**src/sv/ddwm_pkg.sv**
```systemverilog
// Package for the depth dip waypoint matcher: sizes, register indexes and types shared by
// the scan pipeline and the top level, and the rounding helper of the scan pipeline.
// Depends on nothing.
`default_nettype none
package ddwm_pkg;

	localparam int MAX_ROWS = 32;
	localparam int MAX_COLS = 32;

	localparam int ROW_W = (MAX_ROWS > 1) ? $clog2(MAX_ROWS) : 1;
	localparam int COL_W = (MAX_COLS > 1) ? $clog2(MAX_COLS) : 1;
	localparam int RCNT_W = $clog2(MAX_ROWS + 1);
	localparam int CCNT_W = $clog2(MAX_COLS + 1);

	localparam int COORD_W = 18;
	localparam int RAD_W = 27;
	localparam int STEP_W = 26;
	localparam int GRID_W = 6;
	localparam int CFG_W = 27;
	localparam int IDX_W = 3;
	localparam int POS_W = 5;
	localparam int TOTAL_W = 11;

	localparam int IDXM_W = (ROW_W > COL_W) ? ROW_W : COL_W;
	localparam int PROD_W = STEP_W + IDXM_W + 1;
	localparam int RND_W = PROD_W - 7;
	localparam int WAY_W = RND_W + 1;
	localparam int DIFF_W = WAY_W + 1;
	localparam int SQ_W = 2 * DIFF_W;
	localparam int SUM_W = SQ_W + 1;

	localparam logic [TOTAL_W-1:0] TOTAL_MAX = {TOTAL_W{1'b1}};

	typedef enum logic [IDX_W-1:0] {
		REG_DEPTH_LIMIT = 3'd0,
		REG_RADIUS_SQ   = 3'd1,
		REG_FIRST_X     = 3'd2,
		REG_FIRST_Y     = 3'd3,
		REG_STEP_X      = 3'd4,
		REG_STEP_Y      = 3'd5,
		REG_COLS        = 3'd6,
		REG_ROWS        = 3'd7
	} reg_idx_t;

	typedef enum logic [1:0] {
		ST_IDLE,
		ST_SEARCH,
		ST_MAP,
		ST_FIN
	} state_t;

	typedef struct packed {
		logic signed [COORD_W-1:0] first_x;
		logic signed [COORD_W-1:0] first_y;
		logic signed [STEP_W-1:0]  step_x;
		logic signed [STEP_W-1:0]  step_y;
		logic [RAD_W-1:0]          radius_squared;
		logic [GRID_W-1:0]         cols_in_use;
		logic [GRID_W-1:0]         rows_in_use;
	} geom_t;

	typedef struct packed {
		logic             done;
		logic             found;
		logic [ROW_W-1:0] row;
		logic [COL_W-1:0] col;
	} srch_res_t;

	// Divide by 256 and round to nearest, halves away from zero.
	function automatic logic signed [RND_W-1:0] rnd256(input logic signed [PROD_W-1:0] p);
		logic [PROD_W-1:0] mag;
		logic [PROD_W-1:0] q;
		mag = p[PROD_W-1] ? PROD_W'(-p) : PROD_W'(p);
		q = (mag + PROD_W'(128)) >> 8;
		rnd256 = p[PROD_W-1] ? -$signed(RND_W'(q)) : $signed(RND_W'(q));
	endfunction

endpackage
`default_nettype wire

```
**src/sv/ddwm_search.sv**
```systemverilog
// Waypoint scan pipeline: walks the grid in serpentine order, one waypoint per cycle,
// and reports the first waypoint within the radius. Depends on ddwm_pkg.
`default_nettype none
module ddwm_search (
	input  wire logic                             clk,
	input  wire logic                             arst_n,
	input  wire logic                             start,
	input  wire logic signed [ddwm_pkg::COORD_W-1:0] px,
	input  wire logic signed [ddwm_pkg::COORD_W-1:0] py,
	input  wire ddwm_pkg::geom_t                  geom,
	output ddwm_pkg::srch_res_t                   res
);
	import ddwm_pkg::*;

	function automatic logic [CCNT_W-1:0] clamp_cols(input logic [GRID_W-1:0] v);
		if (v == '0) begin
			clamp_cols = CCNT_W'(1);
		end else if (int'(v) > MAX_COLS) begin
			clamp_cols = CCNT_W'(MAX_COLS);
		end else begin
			clamp_cols = CCNT_W'(v);
		end
	endfunction

	function automatic logic [RCNT_W-1:0] clamp_rows(input logic [GRID_W-1:0] v);
		if (v == '0) begin
			clamp_rows = RCNT_W'(1);
		end else if (int'(v) > MAX_ROWS) begin
			clamp_rows = RCNT_W'(MAX_ROWS);
		end else begin
			clamp_rows = RCNT_W'(v);
		end
	endfunction

	logic [CCNT_W-1:0] cols_n;
	logic [RCNT_W-1:0] rows_n;
	logic              col_end;
	logic              row_end;
	logic [COL_W-1:0]  col_c;
	logic              kill;
	logic              hit;

	logic                      active_q;
	logic [ROW_W-1:0]          i_q;
	logic [COL_W-1:0]          j_q;
	logic signed [COORD_W-1:0] px_q;
	logic signed [COORD_W-1:0] py_q;

	logic                     v_s1, v_s2, v_s3;
	logic                     last_s1, last_s2, last_s3;
	logic [ROW_W-1:0]         row_s1, row_s2, row_s3;
	logic [COL_W-1:0]         col_s1, col_s2, col_s3;
	logic signed [PROD_W-1:0] prod_x_s1, prod_y_s1;
	logic signed [DIFF_W-1:0] dx_s2, dy_s2;
	logic [SQ_W-1:0]          dx2_s3, dy2_s3;

	logic signed [WAY_W-1:0] wx;
	logic signed [WAY_W-1:0] wy;
	logic [SUM_W-1:0]        dist2;

	logic signed [PROD_W-1:0] prod_x, prod_y;
	logic signed [SQ_W-1:0]   dx_sq, dy_sq;

	logic             done_q;
	logic             found_q;
	logic [ROW_W-1:0] row_q;
	logic [COL_W-1:0] col_q;

	assign cols_n = clamp_cols(geom.cols_in_use);
	assign rows_n = clamp_rows(geom.rows_in_use);
	assign col_end = (CCNT_W'(j_q) == cols_n - CCNT_W'(1));
	assign row_end = (RCNT_W'(i_q) == rows_n - RCNT_W'(1));
	assign col_c = i_q[0] ? COL_W'(cols_n - CCNT_W'(1) - CCNT_W'(j_q)) : j_q;

	assign prod_x = PROD_W'($signed({1'b0, col_c})) * PROD_W'(geom.step_x);
	assign prod_y = PROD_W'($signed({1'b0, i_q})) * PROD_W'(geom.step_y);

	assign wx = WAY_W'(geom.first_x) + WAY_W'(rnd256(prod_x_s1));
	assign wy = WAY_W'(geom.first_y) + WAY_W'(rnd256(prod_y_s1));

	assign dx_sq = SQ_W'(dx_s2) * SQ_W'(dx_s2);
	assign dy_sq = SQ_W'(dy_s2) * SQ_W'(dy_s2);

	assign dist2 = SUM_W'(dx2_s3) + SUM_W'(dy2_s3);
	assign hit = (dist2 <= SUM_W'(geom.radius_squared));
	assign kill = v_s3 && (hit || last_s3);

	always_ff @(posedge clk or negedge arst_n) begin
		if (!arst_n) begin
			active_q <= 1'b0;
			i_q <= '0;
			j_q <= '0;
			v_s1 <= 1'b0;
			v_s2 <= 1'b0;
			v_s3 <= 1'b0;
			done_q <= 1'b0;
		end else begin
			done_q <= kill;
			if (start) begin
				active_q <= 1'b1;
				i_q <= '0;
				j_q <= '0;
			end else if (kill) begin
				active_q <= 1'b0;
			end else if (active_q) begin
				if (col_end) begin
					j_q <= '0;
					i_q <= i_q + ROW_W'(1);
					if (row_end) begin
						active_q <= 1'b0;
					end
				end else begin
					j_q <= j_q + COL_W'(1);
				end
			end
			v_s1 <= active_q && !kill && !start;
			v_s2 <= v_s1 && !kill;
			v_s3 <= v_s2 && !kill;
		end
	end

	always_ff @(posedge clk) begin
		if (start) begin
			px_q <= px;
			py_q <= py;
		end
		last_s1 <= col_end && row_end;
		row_s1 <= i_q;
		col_s1 <= col_c;
		prod_x_s1 <= prod_x;
		prod_y_s1 <= prod_y;

		last_s2 <= last_s1;
		row_s2 <= row_s1;
		col_s2 <= col_s1;
		dx_s2 <= DIFF_W'(px_q) - DIFF_W'(wx);
		dy_s2 <= DIFF_W'(py_q) - DIFF_W'(wy);

		last_s3 <= last_s2;
		row_s3 <= row_s2;
		col_s3 <= col_s2;
		dx2_s3 <= $unsigned(dx_sq);
		dy2_s3 <= $unsigned(dy_sq);

		if (kill) begin
			found_q <= hit;
			row_q <= row_s3;
			col_q <= col_s3;
		end
	end

	assign res.done = done_q;
	assign res.found = found_q;
	assign res.row = row_q;
	assign res.col = col_q;

endmodule
`default_nettype wire

```
**config.mk**
```make
export PLATFORM = sky130hd
export DESIGN_NAME = ddwm_search
export DESIGN_NICKNAME = d
export VERILOG_FILES = /design/src/sv/ddwm_pkg.sv /design/src/sv/ddwm_search.sv
export SDC_FILE = /design/constraint.sdc
export NUM_CORES = 2
export LEC_CHECK = 0
export ABC_AREA = 1
export BUFFER_PORTS_ARGS = -buffer_cell sky130_fd_sc_hd__buf_4
export CORE_MARGIN = 8
export CORE_UTILIZATION = 29
export DETAILED_ROUTE_END_ITERATION = 16
export GPL_TIMING_DRIVEN = 1
export PLACE_DENSITY_LB_ADDON = 0.2
export SLEW_MARGIN = 20
export SYNTH_ARGS = -nofsm -noshare
export SYNTH_HDL_FRONTEND = slang
export SYNTH_SLANG_ARGS = --single-unit
```
**constraint.sdc**
```tcl
create_clock -name clk -period 6.6 [get_ports clk]
set_input_delay 0.66 -clock clk [delete_from_list [all_inputs] [get_ports clk]]
set_output_delay 0.66 -clock clk [all_outputs]
set_load 0.02 [all_outputs]
```
==> impl_metrics.csv <==
group,metric,value,unit
hold_path,hold_path_class,"in2reg",
detailed_routing,wl_per_cell,16.2,um
synth,synthArstFlopShare,4.70,%
synth,ys_types,68,
timing,tightest_slew,1.10,ns
timing,rsz0062_at_grt,"true",
cts,root_buffer,"clkbuf_16",
die,initial_core_util,29.1,%
critical_path,ff2ff_setup_slack,0.11,ns
place,postPlaceCellArea,87800,sq um
synth,synth_seq_cells,319,
synth,synthFlopType,"dfxtp_1",
place,gp_congestion,0.883,
timing,clock_skew,0.0270,ns
critical_path,cp.required,7.15,ns
critical_path,crit_path_frequent_cell,"fa_1",
timing,fin_crit,6.49,ns
global_routing,grt_overflow,0,
detailed_routing,via_per_inst,4.35,
detailed_routing,via_count,60100,
cts,clk_pin_slew,0.07,ns
critical_path,worstSetupPathDepth,24,
cts,clk_latency,0.64,ns
die,die_h,532,um
detailed_routing,totalWireLength,224,mm
cts,cts_tree,"yes",
global_routing,grt_pass1_wl,362,mm
critical_path,rr_startpoint,"dx_s2[3]",
die,num_rows,189,
global_routing,grt.total_usage,15.8,%
die,ioPinCount,178,
synth,synth_top_area_cell,"fa_1",
global_routing,antenna_found_initial,6,
detailed_routing,antenna_left,0,
synth,avgSynthCellArea,8.12,sq um
cts,cts.sinks,319,
critical_path,cp_max_fo,7,
critical_path,cp-end-kind,"flop",
critical_path,r2r_cells,24,
cells_and_area,nNetsFinal,12600,
global_routing,grt_max_degree,36,
critical_path,critPathMaxStageDelay,0.62,ns
synth,syn_nets,11900,
timing,finalMaxSlewViolations,0,
critical_path,cp-start-kind,"flop",
synth,yosys_warnings,0,
timing,max_freq,154,MHz
cts,clockBufferDepth,3,
hold_path,hold_depth,1,
cts,cts_buffers,45,
run,timing.max_cap.violations,0,
synth,synthCells,9502,
critical_path,path_buf_inv,6,
synth,synthTopCellsByArea,"fa_1, inv_1, ha_1",
timing,slew_headroom,26.9,%
place,port-buffer-count,177,
timing,period_share,98.3,%
critical_path,cpMaxStageDelayCell,"fa_2",
critical_path,path_cells,"buf_12 > buf_12 > nand2_1 > inv_2 > fa_1 > fa_1 > fa_2 > inv_2 > fa_1 > fa_1 > fa_1 > inv_1 > fa_1 > ha_4 > buf_4 > a21oi_4 > nor2_1 > a211oi_2 > o21ai_4 > nand2_2 > o2111ai_4 > a21o_1 > a31oi_2 > xor2_1",
critical_path,crit_family,"adder cells",
outcome,status,"completed",
critical_path,crit_arrival,7.04,ns
place,dp_hpwl,199,mm
detailed_routing,drt_first_pass_iters,7,
synth,synth_edf_count,47,
cts,htree_levels,2,
synth,synth_most_common_cell,"inv_1",
die,fp.coreArea,265000,sq um
die,die_area,283000,sq um
cells_and_area,layout-drive-gt1-share,14.3,%
die,die_w,532,um
cells_and_area,final_area,92000,sq um
cells_and_area,syn_to_final_growth,19.3,%
critical_path,crit_start,"dx_s2[3]",
detailed_routing,drc,0,
synth,synth_top_area_share,41.8,%
hold_path,hp-start,"py[10]",
timing,setup_viol,0,
synth,synth_area,77100,sq um
synth,seq_area_frac_synth,8.99,%
synth,synthTopCellsByCount,"inv_1, nand2_1, fa_1",
critical_path,critPathKind,"reg2reg",
timing,hold_viol,0,
global_routing,grt_pass1_vias,66200,
detailed_routing,drt_iter0_markers,2790,
-- cell usage in the layout, fill, tap and decap left out, types with 23 or more instances in the layout --
cell type	instances
dfxtp_1	206
ha_1	577
nor3_1	35
nor2_2	34
nand3b_1	23
buf_6	46
a21oi_2	44
fa_1	1567
inv_2	34
a21oi_1	289
buf_4	793
ha_4	37
nand3_1	185
nand4_1	72
nor2_4	29
xnor2_1	134
a31oi_1	26
buf_12	63
clkbuf_16	52
nand2_2	93
nor2_1	541
dfxtp_2	31
edfxtp_1	47
xor2_1	206
o21a_1	25
nand2_1	1817
inv_1	2742
fa_2	44
o21ai_0	144
o21ai_1	42
-- kinds of logic after synthesis --
logic type      Yosys count  share of synthesized area (%)
buf+inv                3000                           14.6
fa+ha+maj              2228                           51.8
xor+xnor                346                           3.99
compound gates          693                           5.02
flops                   319                           8.99
simple gates           2916                           15.6
-- metal layers --
metal,vias up,global-route usage (%),part of all wire (%)
li1,29100,-,-
met1,29800,21.1,46
met2,915,27.7,49
met3,208,1.66,3.4
met4,4,3.20,2.1
met5,-,0,0.012
-- timing repair --
item | in CTS | in global routing
gates cloned | 0 | 3
pin swaps | 26 | 157
gates resized for setup | 147 | 405
hold buffers | 1 | 0
endpoints found under the hold margin | 15 | 0
endpoints found under the setup margin | 43 | 51
setup buffers | 9 | 36
-- metrics by stage --
stage	TNS, ns	utilization [%]	setup WS (ns)	hold slack (ns)	std cells
floorplan	0	-	0.00523	0.310	9502
global placement	-5.61	33.2	-0.295	0.311	13700
detailed placement	-6.34	33.2	-0.291	0.312	13700
CTS	-0.0516	34.0	-0.0279	0.115	13800
global route	-1.68	34.7	-0.172	0.137	13800
finish	0	34.7	0.115	0.194	13800
-- area by class of cell --
cell class	instances	area [sq um]
diodes	1	2.50
clock inverters	20	273
clock buffers	64	1340
well taps	3533	4420
repair buffers	918	8010
flip-flops and latches	319	7050
inverters	2787	10500
fillers	27900	173000
multi-input cells	6183	60400
-- worst paths after layout --
path	endpoint
min reg2reg	row_s2[2]
max reg2reg	dx2_s3[52]
max in group asynchronous	j_q[2]
min	py_q[10]
min in group asynchronous	done_q
max	dx2_s3[52]
-- state kept, by name, summed over array words and instances (netlist names), 18 cells and up --
name / cells
dx2_s3: 53
dy2_s3: 53
py_q: 18
dx_s2: 27
px_q: 18
prod_y_s1: 32
dy_s2: 27
prod_x_s1: 32
Power is left out: the tool's default activity adds up to more than one toggle a clock period on the data nets, which glitch-free logic cannot reach.
